--- config.mk ---
export PLATFORM = sky130hd
export DESIGN_NAME = lpc_host_memory_cycle_top
export DESIGN_NICKNAME = d
export VERILOG_FILES = /design/src/sv/lpc_hmc_pkg.sv /design/src/sv/lpc_hmc_core.sv /design/src/sv/lpc_host_memory_cycle_top.sv
export VERILOG_INCLUDE_DIRS = /design/src /design/src/sv
export SDC_FILE = /design/constraint.sdc
export NUM_CORES = 1
export LEC_CHECK = 0
export BUFFER_PORTS_ARGS = -buffer_cell sky130_fd_sc_hd__buf_2
export CAP_MARGIN = 40
export CELL_PAD_IN_SITES_DETAIL_PLACEMENT = 1
export CELL_PAD_IN_SITES_GLOBAL_PLACEMENT = 1
export CORE_MARGIN = 8
export CORE_UTILIZATION = 46
export CTS_CLUSTER_DIAMETER = 100
export DETAILED_ROUTE_END_ITERATION = 8
export HOLD_SLACK_MARGIN = 0.12
export PLACE_DENSITY = 0.78
export SYNTH_ARGS = -nofsm -noshare
export SYNTH_HDL_FRONTEND = slang
export SYNTH_SLANG_ARGS = --single-unit
--- constraint.sdc ---
create_clock -name clk -period 3.4 [get_ports clk]
set_input_delay 0 -clock clk [delete_from_list [all_inputs] [get_ports clk]]
set_output_delay 0 -clock clk [all_outputs]
set_load 0.005 [all_outputs]
--- src/sv/lpc_host_memory_cycle_top_defines.svh ---
// ----------------------------------------------------------------------------
// LPC host memory cycle - assertion macros
// Concurrent assertion forms for the top level.
// ----------------------------------------------------------------------------
`ifndef LPC_HOST_MEMORY_CYCLE_TOP_DEFINES_SVH
`define LPC_HOST_MEMORY_CYCLE_TOP_DEFINES_SVH

// Same-cycle implication, sampled on clk, off while in reset
`define LPC_HMC_ASSERT_IMPL(label, ante, cons, msg) \
  label: assert property (@(posedge clk) disable iff (!rst_n) (ante) |-> (cons)) \
    else $error(msg);

// Next-cycle implication, sampled on clk, off while in reset
`define LPC_HMC_ASSERT_NEXT(label, ante, cons, msg) \
  label: assert property (@(posedge clk) disable iff (!rst_n) (ante) |=> (cons)) \
    else $error(msg);

`endif

--- src/sv/lpc_hmc_pkg.sv ---
// ----------------------------------------------------------------------------
// LPC host memory cycle - package
// Phase codes, bus constants and the item structs shared by the modules.
// ----------------------------------------------------------------------------
`default_nettype none

package lpc_hmc_pkg;

  // Frame phase codes
  typedef enum logic [4:0] {
    PH_IDLE  = 5'd0,
    PH_START = 5'd1,
    PH_CTYPE = 5'd2,
    PH_ADDR0 = 5'd3,
    PH_ADDR1 = 5'd4,
    PH_ADDR2 = 5'd5,
    PH_ADDR3 = 5'd6,
    PH_ADDR4 = 5'd7,
    PH_ADDR5 = 5'd8,
    PH_ADDR6 = 5'd9,
    PH_ADDR7 = 5'd10,
    PH_WD0   = 5'd11,
    PH_WD1   = 5'd12,
    PH_TAR0  = 5'd13,
    PH_TAR1  = 5'd14,
    PH_SYNC  = 5'd15,
    PH_RD0   = 5'd16,
    PH_RD1   = 5'd17,
    PH_HT0   = 5'd18,
    PH_HT1   = 5'd19
  } lpc_hmc_phase_t;

  // Bus constants
  localparam logic [3:0] CT_READ   = 4'h4;
  localparam logic [3:0] CT_WRITE  = 4'h6;
  localparam logic [3:0] LAD_IDLE  = 4'hF;
  localparam logic [3:0] LAD_SYNC  = 4'h0;
  localparam logic [3:0] LAD_START = 4'h0;
  localparam logic [7:0] RD_ERROR  = 8'hFF;

  // One input tick
  typedef struct packed {
    logic        req_valid;
    logic        req_type;
    logic [31:0] req_addr;
    logic [7:0]  req_wdata;
    logic [3:0]  lad_sample;
  } lpc_hmc_tick_t;

  // One result tick
  typedef struct packed {
    logic [3:0] lad_drive;
    logic       lad_enable;
    logic       lframe_n;
    logic       busy_res;
    logic       frame_done;
    logic       no_response;
    logic [7:0] read_data;
  } lpc_hmc_res_t;

endpackage

`default_nettype wire

--- src/sv/lpc_hmc_core.sv ---
// ----------------------------------------------------------------------------
// LPC host memory cycle - frame sequencer
// Holds the frame phase and request, and works out one tick's bus result.
// ----------------------------------------------------------------------------
`default_nettype none

module lpc_hmc_core (
  input  wire                        clk,
  input  wire                        rst_n,
  input  wire                        step,
  input  lpc_hmc_pkg::lpc_hmc_tick_t tick,
  output lpc_hmc_pkg::lpc_hmc_res_t  res
);
  import lpc_hmc_pkg::*;

  lpc_hmc_phase_t phase_r, phase_nxt, cur;
  logic        is_write_r, is_write_nxt;
  logic [31:0] addr_r, addr_nxt;
  logic [7:0]  wdata_r, wdata_nxt;
  logic [7:0]  rdata_r, rdata_nxt;

  logic        take;
  logic [2:0]  addr_off;
  logic [2:0]  nib_sel;

  // Phase register (control)
  always_ff @(posedge clk) begin
    if (!rst_n) begin
      phase_r <= PH_IDLE;
    end else if (step) begin
      phase_r <= phase_nxt;
    end
  end

  // Request and read data holding registers
  always_ff @(posedge clk) begin
    if (step) begin
      is_write_r <= is_write_nxt;
      addr_r     <= addr_nxt;
      wdata_r    <= wdata_nxt;
      rdata_r    <= rdata_nxt;
    end
  end

  // A request while idle makes this tick the START tick
  assign take         = (phase_r == PH_IDLE) && tick.req_valid;
  assign cur          = take ? PH_START : phase_r;
  assign is_write_nxt = take ? tick.req_type  : is_write_r;
  assign addr_nxt     = take ? tick.req_addr  : addr_r;
  assign wdata_nxt    = take ? tick.req_wdata : wdata_r;

  // Address nibble, MSB first
  assign addr_off = 3'(cur - PH_ADDR0);
  assign nib_sel  = 3'd7 - addr_off;

  // Next phase and tick outputs
  always_comb begin
    phase_nxt       = PH_IDLE;
    rdata_nxt       = take ? 8'h00 : rdata_r;
    res.lad_drive   = 4'h0;
    res.lad_enable  = 1'b0;
    res.lframe_n    = 1'b1;
    res.busy_res    = 1'b1;
    res.frame_done  = 1'b0;
    res.no_response = 1'b0;
    res.read_data   = 8'h00;
    unique case (cur)
      PH_START: begin
        res.lad_drive  = LAD_START;
        res.lad_enable = 1'b1;
        res.lframe_n   = 1'b0;
        phase_nxt      = PH_CTYPE;
      end
      PH_CTYPE: begin
        res.lad_drive  = is_write_nxt ? CT_WRITE : CT_READ;
        res.lad_enable = 1'b1;
        phase_nxt      = PH_ADDR0;
      end
      PH_ADDR0, PH_ADDR1, PH_ADDR2, PH_ADDR3,
      PH_ADDR4, PH_ADDR5, PH_ADDR6: begin
        res.lad_drive  = addr_nxt[{nib_sel, 2'b00} +: 4];
        res.lad_enable = 1'b1;
        phase_nxt      = lpc_hmc_phase_t'(cur + 5'd1);
      end
      PH_ADDR7: begin
        res.lad_drive  = addr_nxt[3:0];
        res.lad_enable = 1'b1;
        phase_nxt      = is_write_nxt ? PH_WD0 : PH_TAR0;
      end
      PH_WD0: begin
        res.lad_drive  = wdata_nxt[3:0];
        res.lad_enable = 1'b1;
        phase_nxt      = PH_WD1;
      end
      PH_WD1: begin
        res.lad_drive  = wdata_nxt[7:4];
        res.lad_enable = 1'b1;
        phase_nxt      = PH_TAR0;
      end
      PH_TAR0: begin
        phase_nxt = PH_TAR1;
      end
      PH_TAR1: begin
        // sync on the second turnaround tick skips the sync tick
        if (tick.lad_sample == LAD_SYNC) begin
          phase_nxt = is_write_nxt ? PH_HT0 : PH_RD0;
        end else begin
          phase_nxt = PH_SYNC;
        end
      end
      PH_SYNC: begin
        if (tick.lad_sample == LAD_SYNC) begin
          phase_nxt = is_write_nxt ? PH_HT0 : PH_RD0;
        end else begin
          res.frame_done  = 1'b1;
          res.no_response = 1'b1;
          res.read_data   = RD_ERROR;
          phase_nxt       = PH_IDLE;
        end
      end
      PH_RD0: begin
        rdata_nxt = {4'h0, tick.lad_sample};
        phase_nxt = PH_RD1;
      end
      PH_RD1: begin
        rdata_nxt = {tick.lad_sample, rdata_r[3:0]};
        phase_nxt = PH_HT0;
      end
      PH_HT0: begin
        phase_nxt = PH_HT1;
      end
      PH_HT1: begin
        res.lad_drive  = LAD_IDLE;
        res.lad_enable = 1'b1;
        res.frame_done = 1'b1;
        res.read_data  = is_write_nxt ? 8'h00 : rdata_r;
        phase_nxt      = PH_IDLE;
      end
      default: begin
        // idle tick without a request
        res.busy_res = 1'b0;
        phase_nxt    = PH_IDLE;
      end
    endcase
  end

endmodule

`default_nettype wire

--- src/sv/lpc_host_memory_cycle_top.sv ---
// ----------------------------------------------------------------------------
// LPC host memory cycle - top level
// Stream wrapper around the LPC memory read/write frame sequencer.
// ----------------------------------------------------------------------------
// Each input item is one LPC clock tick and yields exactly one result item.
// The block takes one item per clock cycle, sustained while out_tready is
// high: the item is captured in an input register, the frame sequencer
// computes the tick's bus drive and status in a single pass, and the result
// lands in an output register. The phase advances only as an item moves from
// the input register into the output register, so stalls on either side
// never skip or repeat a tick.
`default_nettype none

module lpc_host_memory_cycle_top (
  input  wire         clk,
  input  wire         rst_n,
  // in_tdata: req_addr[31:0], req_wdata[39:32], lad_sample[43:40], zero[47:44]
  input  wire  [47:0] in_tdata,
  // in_tuser: req_valid[0], req_type[1]
  input  wire  [1:0]  in_tuser,
  input  wire         in_tvalid,
  output logic        in_tready,
  // out_tdata: lad_drive[3:0], lad_enable[4], lframe_n[5], busy_res[6],
  //            frame_done[7], no_response[8], read_data[16:9], zero[23:17]
  output logic [23:0] out_tdata,
  output logic        out_tvalid,
  input  wire         out_tready
);
  `include "lpc_host_memory_cycle_top_defines.svh"
  import lpc_hmc_pkg::*;

  logic          s1_valid_r;
  lpc_hmc_tick_t s1_tick_r;
  logic          out_valid_r;
  lpc_hmc_res_t  out_res_r;
  lpc_hmc_res_t  core_res;
  logic          adv;
  logic          in_fire;

  assign adv       = s1_valid_r && (!out_valid_r || out_tready);
  assign in_tready = !s1_valid_r || adv;
  assign in_fire   = in_tvalid && in_tready;

  // Input register
  always_ff @(posedge clk) begin
    if (!rst_n) begin
      s1_valid_r <= 1'b0;
    end else if (in_fire) begin
      s1_valid_r <= 1'b1;
    end else if (adv) begin
      s1_valid_r <= 1'b0;
    end
  end

  always_ff @(posedge clk) begin
    if (in_fire) begin
      s1_tick_r.req_valid  <= in_tuser[0];
      s1_tick_r.req_type   <= in_tuser[1];
      s1_tick_r.req_addr   <= in_tdata[31:0];
      s1_tick_r.req_wdata  <= in_tdata[39:32];
      s1_tick_r.lad_sample <= in_tdata[43:40];
    end
  end

  // Frame sequencer
  lpc_hmc_core u_core (
    .clk   (clk),
    .rst_n (rst_n),
    .step  (adv),
    .tick  (s1_tick_r),
    .res   (core_res)
  );

  // Output register
  always_ff @(posedge clk) begin
    if (!rst_n) begin
      out_valid_r <= 1'b0;
    end else if (adv) begin
      out_valid_r <= 1'b1;
    end else if (out_tready) begin
      out_valid_r <= 1'b0;
    end
  end

  always_ff @(posedge clk) begin
    if (adv) begin
      out_res_r <= core_res;
    end
  end

  assign out_tvalid = out_valid_r;
  assign out_tdata  = {7'd0, out_res_r.read_data, out_res_r.no_response,
                       out_res_r.frame_done, out_res_r.busy_res,
                       out_res_r.lframe_n, out_res_r.lad_enable,
                       out_res_r.lad_drive};

  // Checks
  `LPC_HMC_ASSERT_IMPL(a_start_drives, out_valid_r && !out_res_r.lframe_n,
    out_res_r.lad_enable && out_res_r.busy_res && (out_res_r.lad_drive == LAD_START),
    "START tick without LAD drive")
  `LPC_HMC_ASSERT_IMPL(a_done_busy, out_valid_r && out_res_r.frame_done,
    out_res_r.busy_res, "frame end outside a frame")
  `LPC_HMC_ASSERT_IMPL(a_nores_err, out_valid_r && out_res_r.no_response,
    out_res_r.frame_done && !out_res_r.lad_enable && (out_res_r.read_data == RD_ERROR),
    "no-response without error status")
  `LPC_HMC_ASSERT_IMPL(a_stall_full, !in_tready,
    s1_valid_r && out_valid_r && !out_tready, "input stalled with room downstream")

endmodule

`default_nettype wire
==> results of run 1 <==
==> area by class of cell <==
class | count | area, um2 | share of cell area [%]
flip-flops and latches | 119 | 3503 | 52.04
multi-input cells | 214 | 1539 | 22.86
repair buffers | 129 | 950.9 | 14.13
clock buffers | 18 | 429.2 | 6.375
well taps | 143 | 178.9 | 2.658
clock inverters | 12 | 88.84 | 1.320
inverters | 11 | 41.29 | 0.6134
==> worst register-to-register path, delay by kind of cell, from the launching register on <==
family | cells | cell delay [ns]
compound gates | 2 | 0.44
flops | 1 | 0.51
simple gates | 3 | 1.37
==> registers in the layout (all words and copies together), names as in the netlist <==
signal,count
out_tdata,17
out_tvalid,1
s1_tick_r,46
s1_valid_r,1
u_core.addr_r,32
u_core.is_write_r,1
u_core.phase_r,5
u_core.rdata_r,8
u_core.wdata_r,8
==> per-layer routing <==
metal / vias to the layer above / global-route usage, %
met5: - / 0
met4: 0 / 7.845
met1: 1678 / 19.46
met3: 22 / 6.670
met2: 106 / 31.09
li1: 1643 / -
==> cells in the mapped netlist, types with 2 or more instances <==
library cell  instances
edfxtp_1            112
mux2_2               45
a21oi_1              23
nor2_1               20
buf_2                15
nand2_1              14
o21ai_0              12
and2_1               11
inv_1                10
buf_4                 7
dfxtp_1               7
nand3_1               7
a32o_1                6
mux2i_1               6
nor2b_1               6
nor3_1                5
nand2b_1              4
o22ai_1               4
a22oi_1               3
clkbuf_1              3
nand4_1               3
nor4_1                3
a211o_1               2
a211oi_1              2
a31oi_1               2
buf_1                 2
o211ai_1              2
o21bai_1              2
o311a_1               2
==> where the power goes <==
| part | total, uW | internal, uW | leakage (uW) | switching, uW |
|---|---|---|---|---|
| combinational | 243 | 132 | 0.00110 | 111 |
| clock | 1580 | 976 | 0.000250 | 601 |
| sequential | 1730 | 1690 | 0.00112 | 34.8 |
| total | 3550 | 2800 | 0.00247 | 747 |
==> metrics by stage <==
step | worst slack, ns | power [uW] | instances | utilization (%) | instance area, um2
floorplan | 0.8795 | 1869 | 371 | - | 5229
global placement | 0.9148 | 1936 | 564 | 50.64 | 5683
detailed placement | 0.8474 | 1950 | 565 | 50.81 | 5703
CTS | 0.8056 | 3591 | 646 | 59.98 | 6731
global route | 0.6624 | 3673 | 646 | 59.98 | 6731
finish | 0.8239 | 3549 | 646 | 59.98 | 6731
==> how the worst max path moves through the flow <==
stage | from | end
floorplan | out_tvalid$_SDFFE_PN0P_ | u_core.phase_r[3]$_SDFFE_PN0P_
global placement | u_core.phase_r[3]$_SDFFE_PN0P_ | out_tdata[2]$_DFFE_PP_
detailed placement | u_core.phase_r[3]$_SDFFE_PN0P_ | out_tdata[2]$_DFFE_PP_
CTS | u_core.phase_r[3]$_SDFFE_PN0P_ | out_tdata[2]$_DFFE_PP_
global route | u_core.phase_r[3]$_SDFFE_PN0P_ | out_tdata[2]$_DFFE_PP_
finish | u_core.phase_r[3]$_SDFFE_PN0P_ | out_tdata[2]$_DFFE_PP_
==> cell families (layout without fill, tap and decap cells) <==
kind of cell | after synthesis | count (layout) | synth area share (%)
AOI/OAI and AO/OA | 72 | 72 | 9.373
adders and majority gates | 1 | 1 | 0.2403
buffers and inverters | 38 | 170 | 3.605
DFF | 119 | 119 | 67.29
muxes | 52 | 52 | 11.15
other | 1 | 7 | 0.07203
and+or+nand+nor | 82 | 82 | 8.268
==> repair_timing <==
item,4_1_cts,5_1_grt
hold buffers,51,0
hold endpoints to repair,53,0
resized for setup,0,0
==> flow_metrics.env, run 1 <==
export IMPL_p_per_area_nw_per_um2=527.2
export IMPL_worstHoldPathCells=2
export IMPL_run_status="completed"
export IMPL_syn_area_um2=5206
export IMPL_cp_max_fo=19
export IMPL_cts_root_buf="clkbuf_16"
export IMPL_maximum_root_to_sink_buffer_count=2
export IMPL_finClkSkew_ns=0.01335
export IMPL_final_layout_size_suffix_gt1_share_pct=31.41
export IMPL_clock_sink_count=119
export IMPL_critPathTopFamily="simple AND/OR/NAND/NOR gates"
export IMPL_placement_io_buffers=68
export IMPL_synth_distinct_cells=54
export IMPL_synthArstFlopShare_pct=0
export IMPL_cts_inserted_buffers=17
export IMPL_hold_path_class="primary input to register"
export IMPL_crit_buf_inv=0
export IMPL_antenna_cells_inserted=0
export IMPL_yosys_area_top_type="edfxtp_1"
export IMPL_layout_worst_path_cycle_share_pct=75.77
export IMPL_critical_path_max_stage_delay_ns=0.53
export IMPL_finalWeightedCongestion=0.8557
export IMPL_grt_first_pass_wirelength_mm=20.04
export IMPL_grt_antenna_before_repair=0
export IMPL_crit_reg2reg_launch="u_core.phase_r[3]$_SDFFE_PN0P_"
export IMPL_clock_latency_ns=0.42
export IMPL_grt_usage_pct=17.99
export IMPL_cts_repair_timing_setup_buffer_count=0
export IMPL_drt_pre_antenna_iters=4
export IMPL_cts_htree_levels=4
export IMPL_io_pins=80
export IMPL_period_minus_slack_ns=2.576
export IMPL_wirelength_routed_mm=12.49
export IMPL_floorplan_die_height_um=122.4
export IMPL_syn_avg_cell_area_um2=14.26
export IMPL_finish_net_count=547
export IMPL_std_cell_rows=39
export IMPL_reg2reg_setup_slack_ns=0.82
export IMPL_yosysTopAreaCellShare_pct=64.60
export IMPL_critical_path_slowest_cell="or4_1"
export IMPL_slew_headroom_pct=45.70
export IMPL_layout_common_cells="112 x edfxtp_1, 68 x buf_2, 51 x dlygate4sd3_1"
export IMPL_setup_repair_after_global_routing_missed_its_margin="false"
export IMPL_hold_path_endpoint="s1_tick_r[27]$_DFFE_PP_"
export IMPL_critical_path_endpoint_type="register"
export IMPL_timing_max_cap_violations=0
export IMPL_flow_area_growth_from_synthesis_pct=29.30
export IMPL_yosysSeqAreaShare_pct=67.29
export IMPL_wl_met1_mm=4.909
export IMPL_yosys_warnings=0
export IMPL_initial_core_util_pct=46.39
export IMPL_grt_start_max_net_pins=38
export IMPL_globalRouteOverflowTotal=0
export IMPL_place_detailed_hpwl_mm=7.810
export IMPL_critPathArrivalTime_ns=2.73
export IMPL_number_of_setup_violations_in_the_final_report=0
export IMPL_routed_wire_length_per_instance_um=19.34
export IMPL_worst_setup_path_start_kind="register"
export IMPL_worstReg2RegEnd="out_tdata[2]$_DFFE_PP_"
export IMPL_crit_path_cell_chain="nor3_2 > nand3_2 > o22ai_1 > a221oi_1 > or4_1"
export IMPL_finalSetupTns_ns=0
export IMPL_drt_drc_violations_left=0
export IMPL_vias_in_the_first_global_route=3807
export IMPL_final_hold_viol_count=0
export IMPL_dr_total_vias=3449
export IMPL_tritoncts="built"
export IMPL_reg2regPathDepth=5
export IMPL_most_area_consuming_cells_after_synthesis="edfxtp_1 65%, mux2_2 9.7%, dfxtp_1 2.7%"
export IMPL_synth_cells=365
export IMPL_route_detailed_vias_per_inst=5.339
export IMPL_critPathRequiredTime_ns=3.56
export IMPL_n_fill_cell=1118
export IMPL_floorplan_die_area_um2=14980
export IMPL_timing_hold_ws_ns=0.2937
export IMPL_synth_edf_count=112
export IMPL_total_leakage_power_uw=0.002474
export IMPL_dr_wl_met3_um=788
export IMPL_dr_wl_met2_mm=6.580
export IMPL_timing_fmax_ghz=0.3882
export IMPL_postSynth_topFlopCell="edfxtp_1"
export IMPL_register_clock_pin_slew_on_the_reported_worst_setup_and_hold_paths_ns=0.05
export IMPL_power_ir_vdd_worst_mv=0.4300
export IMPL_hold_path_startpoint="in_tdata[15]"
export IMPL_yosys_register_bits=119
export IMPL_drv_slew=0
export IMPL_critical_path_class="register to register"
export IMPL_worstSetupPathDepth=5
export IMPL_max_slew_worst_pin_slew_ns=0.8071
export IMPL_dieWidth_um=122.4
export IMPL_top_layer="met4"
export IMPL_drtAntennaViolNets=0
export IMPL_dr_first_iter_drc_count=179
export IMPL_mostFrequentLayoutCell="edfxtp_1"
export IMPL_core_area_um2=11220
Note: power is estimated with default switching activity, not from simulation.
==> run 2, diff against run 1 <==
CORE_UTILIZATION = 42   (was 46)
PLACE_DENSITY = 0.75   (was 0.78)
clock period = 2.3 ns   (was 3.4 ns; I/O delays follow)
==> flow_metrics.env, run 2 (same netlist as run 1, synthesis figures left out) <==
export IMPL_run_status="completed"
export IMPL_critPathArrivalTime_ns=2.36
export IMPL_wirelength_routed_mm=12.26
export IMPL_crit_path_cell_chain="buf_4 > nand2_1 > nor2_1 > ha_1 > nand2b_1 > o31ai_1 > nand2_1 > nor2_1"
export IMPL_clock_sink_count=119
export IMPL_design_power_total_uw=5703
export IMPL_dr_first_iter_drc_count=137
export IMPL_postCtsResizedCells=0
export IMPL_grt_start_max_net_pins=47
export IMPL_reg2regPathDepth=8
export IMPL_critical_path_max_stage_delay_ns=0.44
export IMPL_globalRouteOverflowTotal=0
export IMPL_max_flop_register="s1_tick_r"
export IMPL_flow_area_growth_from_synthesis_pct=33.50
export IMPL_worstSetupPathDepth=8
export IMPL_mostFrequentLayoutCell="edfxtp_1"
export IMPL_cts_inserted_buffers=17
export IMPL_timing_fmax_ghz=0.4751
export IMPL_critPathRequiredTime_ns=2.55
export IMPL_route_detailed_vias_per_inst=5.076
export IMPL_place_worst_setup_slack_ns=0.2225
export IMPL_drv_slew=0
export IMPL_drt_drc_violations_left=0
export IMPL_maximum_root_to_sink_buffer_count=2
export IMPL_floorplan_die_area_um2=16210
export IMPL_dieWidth_um=127.3
export IMPL_drtAntennaViolNets=0
export IMPL_finalWeightedCongestion=0.8314
export IMPL_globalRouteMet3Util_pct=5.824
export IMPL_routed_wire_length_per_instance_um=17.98
export IMPL_cts_repair_timing_setup_buffer_count=0
export IMPL_cts_root_buf="clkbuf_16"
export IMPL_final_hold_viol_count=0
export IMPL_global_route_met2_usage_pct=26.87
export IMPL_critPathTopFamily="simple AND/OR/NAND/NOR gates"
export IMPL_cp_max_fo=21
export IMPL_hold_path_class="primary input to register"
export IMPL_antenna_cells_inserted=0
export IMPL_floorplan_die_height_um=127.3
export IMPL_placement_io_buffers=68
export IMPL_critical_path_endpoint_type="register"
export IMPL_setup_repair_after_global_routing_missed_its_margin="false"
export IMPL_dr_total_vias=3462
export IMPL_timing_max_cap_violations=0
export IMPL_tritoncts="built"
export IMPL_power_ir_vdd_worst_mv=0.5461
export IMPL_critical_path_slowest_cell="dfxtp_1"
export IMPL_register_clock_pin_slew_on_the_reported_worst_setup_and_hold_paths_ns=0.06
export IMPL_layout_common_cells="112 x edfxtp_1, 68 x buf_2, 51 x dlygate4sd3_1"
export IMPL_vias_in_the_first_global_route=3917
export IMPL_clock_latency_ns=0.41
export IMPL_cts_htree_levels=4
export IMPL_drt_pre_antenna_iters=4
export IMPL_grt_antenna_before_repair=0
export IMPL_grt_first_pass_wirelength_mm=20.07
export IMPL_core_area_um2=12060
export IMPL_std_cell_rows=40
export IMPL_period_minus_slack_ns=2.105
export IMPL_worstHoldPathCells=2
export IMPL_worst_setup_path_start_kind="register"
export IMPL_gr_max_usage_layer="met2"
export IMPL_finalSetupTns_ns=0
export IMPL_total_leakage_power_uw=0.002572
export IMPL_crit_buf_inv=1
export IMPL_cts_hold_buf=51
export IMPL_grt_usage_pct=16.06
export IMPL_final_layout_size_suffix_gt1_share_pct=33.07
export IMPL_p_per_area_nw_per_um2=820.6
export IMPL_fin_util_pct=57.62
export IMPL_instances_no_fill=682
export IMPL_use_met1_pct=18.15
export IMPL_number_of_setup_violations_in_the_final_report=0
export IMPL_place_detailed_hpwl_mm=8.343
export IMPL_finish_net_count=559
export IMPL_initial_core_util_pct=43.16
export IMPL_layout_worst_path_cycle_share_pct=91.51
export IMPL_placed_instances=602
export IMPL_postLayoutSetupSlackWorst_ns=0.1952
export IMPL_io_pins=80
export IMPL_critical_path_class="register to register"
export IMPL_largest_reg_flops=46
export IMPL_finClkSkew_ns=0.01031
## run 2: cell types whose count changed in the layout (fill, tap and decap cells not counted), sizes merged
cell / previous run / this run
buf: 78 / 90
bufinv: 1 / 5
clkbuf: 18 / 19
clkinv: 9 / 6
clkinvlp: 3 / 1
inv: 10 / 9
## run 2: cell type report
class	instances	area, um2
multi-input cells	214	1550
well taps	168	210.2
flip-flops and latches	119	3503
repair buffers	141	1028
clock inverters	10	180.2
fillers	1149	5111
clock buffers	19	432.9
inverters	11	45.04
## run 2: per-layer routing
layer  vias to the layer above  part of all wire, %  wire length [um]
li1                       1671                    -                 -
met1                      1679                   43              5247
met2                        95                   49              6059
met3                        17                  5.8               712
met4                         0                  2.0               244
met5                         -                    0                 0
## run 2: path summary, 6_finish.rpt
| check | from | to | slack [ns] |
|---|---|---|---|
| worst max-delay path | u_core.phase_r[3]$_SDFFE_PN0P_ | out_tdata[15]$_DFFE_PP_ | 0.20 |
| worst min-delay path | in_tdata[42] | s1_tick_r[2]$_DFFE_PP_ | 0.29 |
| worst max register to register | u_core.phase_r[3]$_SDFFE_PN0P_ | out_tdata[15]$_DFFE_PP_ | 0.20 |
| worst min register to register | s1_tick_r[39]$_DFFE_PP_ | u_core.addr_r[27]$_DFFE_PP_ | 0.55 |
## run 2: worst reg2reg max path, stage by stage (launching register included)
cell and delay (ns):
dfxtp_1 0.44, buf_4 0.28, nand2_1 0.11, nor2_1 0.10
ha_1 0.28, nand2b_1 0.11, o31ai_1 0.20, nand2_1 0.24
nor2_1 0.20
## run 2: per-stage QoR
step	hold WS (ns)	area, um2
CTS	0.2756	6950
detailed placement	0.1784	5827
global placement	0.1766	5827
finish	0.2946	6950
floorplan	0.09887	5245
global route	0.2833	6950
## run 2: where the power goes
group / internal [uW] / switching [uW]
registers: 2500 / 46.7
logic: 202 / 165
clock network: 1890 / 894
==> run 3, diff against run 2 <==
CORE_UTILIZATION = 44   (was 42)
CTS_BUF_LIST = sky130_fd_sc_hd__clkbuf_8   (was default)
PLACE_DENSITY = 0.78   (was 0.75)
REMOVE_ABC_BUFFERS = 1   (was default)
==> flow_metrics.env, run 3 (same netlist as run 1, synthesis figures left out) <==
export IMPL_place_detailed_hpwl_mm=8.130
export IMPL_cp_max_fo=8
export IMPL_worst_setup_path_start_kind="register"
export IMPL_max_flop_register="s1_tick_r"
export IMPL_layout_common_cells="112 x edfxtp_1, 68 x buf_2, 51 x dlygate4sd3_1"
export IMPL_critPathRequiredTime_ns=2.47
export IMPL_maximum_root_to_sink_buffer_count=2
export IMPL_placed_instances=579
export IMPL_final_layout_size_suffix_gt1_share_pct=33.59
export IMPL_vias_in_the_first_global_route=3953
export IMPL_hold_path_class="primary input to register"
export IMPL_clock_sink_count=119
export IMPL_finish_net_count=561
export IMPL_cts_root_buf="clkbuf_8"
export IMPL_floorplan_die_area_um2=15570
export IMPL_drt_pre_antenna_iters=7
export IMPL_finalWeightedCongestion=0.7846
export IMPL_std_cell_rows=39
export IMPL_max_slew_worst_pin_slew_ns=0.5347
export IMPL_drv_slew=0
export IMPL_worstReg2RegEnd="out_tdata[2]$_DFFE_PP_"
export IMPL_grt_antenna_before_repair=0
export IMPL_reg2reg_setup_slack_ns=0.16
export IMPL_core_area_um2=11470
export IMPL_flow_area_growth_from_synthesis_pct=28.94
export IMPL_setup_repair_after_global_routing_missed_its_margin="false"
export IMPL_wirelength_routed_mm=12.42
export IMPL_clock_latency_ns=0.44
export IMPL_grt_first_pass_wirelength_mm=20.43
export IMPL_critical_path_class="register to register"
export IMPL_mostFrequentLayoutCell="edfxtp_1"
export IMPL_instances_no_fill=661
export IMPL_total_leakage_power_uw=0.002496
export IMPL_p_per_area_nw_per_um2=709.2
export IMPL_finalSetupTns_ns=0
export IMPL_reg2regPathDepth=5
export IMPL_power_ir_vdd_worst_mv=0.5166
export IMPL_io_pins=80
export IMPL_run_status="completed"
export IMPL_critPathArrivalTime_ns=2.31
export IMPL_dieWidth_um=124.8
export IMPL_route_detailed_vias_per_inst=5.328
export IMPL_largest_reg_flops=46
export IMPL_dr_total_vias=3522
export IMPL_slew_headroom_pct=63.65
export IMPL_initial_core_util_pct=45.40
export IMPL_crit_path_cell_chain="nor3_2 > nand3_2 > o22ai_1 > a221oi_1 > or4_1"
export IMPL_hold_path_endpoint="s1_tick_r[17]$_DFFE_PP_"
export IMPL_timing_fmax_ghz=0.4670
export IMPL_timing_max_cap_violations=0
export IMPL_cts_htree_levels=4
export IMPL_layout_worst_path_cycle_share_pct=93.09
export IMPL_routed_wire_length_per_instance_um=18.78
export IMPL_dr_first_iter_drc_count=223
export IMPL_finClkSkew_ns=0.01552
export IMPL_critical_path_max_stage_delay_ns=0.55
export IMPL_antenna_cells_inserted=0
export IMPL_critPathTopFamily="simple AND/OR/NAND/NOR gates"
export IMPL_tritoncts="built"
export IMPL_placement_io_buffers=68
export IMPL_worstHoldPathCells=2
export IMPL_crit_buf_inv=0
export IMPL_n_fill_cell=1138
export IMPL_hold_path_startpoint="in_tdata[5]"
export IMPL_register_clock_pin_slew_on_the_reported_worst_setup_and_hold_paths_ns=0.08
export IMPL_critical_path_slowest_cell="or4_1"
export IMPL_floorplan_die_height_um=124.8
export IMPL_grt_usage_pct=16.54
export IMPL_critical_path_endpoint_type="register"
export IMPL_final_hold_viol_count=0
export IMPL_grt_start_max_net_pins=47
export IMPL_cts_inserted_buffers=17
export IMPL_drt_drc_violations_left=0
export IMPL_globalRouteOverflowTotal=0
export IMPL_number_of_setup_violations_in_the_final_report=0
export IMPL_drtAntennaViolNets=0
export IMPL_period_minus_slack_ns=2.141
export IMPL_crit_reg2reg_launch="u_core.phase_r[4]$_SDFFE_PN0P_"
-- run 3: changes by cell type in the layout (fill, tap and decap cells not counted), sizes merged --
cell      change
inv           +3
clkinvlp      +1
clkbuf        -2
buf           +2
clkinv        +2
bufinv        -2
-- run 3: how the worst max path moves through the flow --
stage,from,slack [ns],to,cells past startpoint
floorplan,u_core.phase_r[2]$_SDFFE_PN0P_,-0.41,out_tdata[2]$_DFFE_PP_,5
global placement,u_core.phase_r[3]$_SDFFE_PN0P_,0.24,out_tdata[2]$_DFFE_PP_,5
detailed placement,u_core.phase_r[3]$_SDFFE_PN0P_,0.12,out_tdata[11]$_DFFE_PP_,8
CTS,u_core.phase_r[3]$_SDFFE_PN0P_,0.1,out_tdata[11]$_DFFE_PP_,8
global route,u_core.phase_r[3]$_SDFFE_PN0P_,0.006,out_tdata[11]$_DFFE_PP_,8
finish,u_core.phase_r[4]$_SDFFE_PN0P_,0.16,out_tdata[2]$_DFFE_PP_,5
-- run 3: final cells by class --
type	instances	area, um2	area share, %
sequential	119	3506	52.23
multi-input combinational	214	1541	22.96
timing repair buffer	143	1069	15.92
clock buffer	17	234.0	3.486
tap	143	178.9	2.665
clock inverter	14	142.6	2.125
inverter	11	41.29	0.6151
-- run 3: layer usage --
layer / up-vias / GRT usage, % / part of all wire, %
met1: 1743 / 18.76 / 42
li1: 1674 / - / -
met4: 0 / 6.591 / 1.3
met3: 12 / 5.617 / 5.4
met2: 93 / 28.02 / 51
met5: - / 0 / 0
-- run 3: where the power goes --
part | switching, uW | leakage, uW | internal, uW
combinational | 167 | 0.00118 | 204
sequential | 45.5 | 0.00112 | 2500
clock | 811 | 0.000194 | 1030
total | 1020 | 0.00250 | 3740
-- run 3: worst register-to-register path: stages, from the launching register on --
cell and delay (ns):
dfxtp_1 0.35, nor3_2 0.30, nand3_2 0.34, o22ai_1 0.23, a221oi_1 0.11, or4_1 0.55
-- run 3: through the flow --
stage / total power, uW / worst slack [ns] / util, % / hold WS (ns) / cell area (um2)
floorplan: 2748 / -0.4051 / - / 0.09887 / 5082
global placement: 2872 / 0.2356 / 50.76 / 0.1759 / 5821
detailed placement: 2895 / 0.1197 / 50.76 / 0.1783 / 5821
CTS: 4816 / 0.09688 / 58.49 / 0.2315 / 6708
global route: 4953 / 0.005637 / 58.54 / 0.2462 / 6713
finish: 4761 / 0.1589 / 58.54 / 0.2676 / 6713
-- run 3: repair_timing --
action / CTS / global route
endpoints found under the setup margin: 0 / 8
hold buffers: 51 / 0
endpoints found under the hold margin: 53 / 0
gates resized for setup: 0 / 3
buffers inserted: 0 / 0
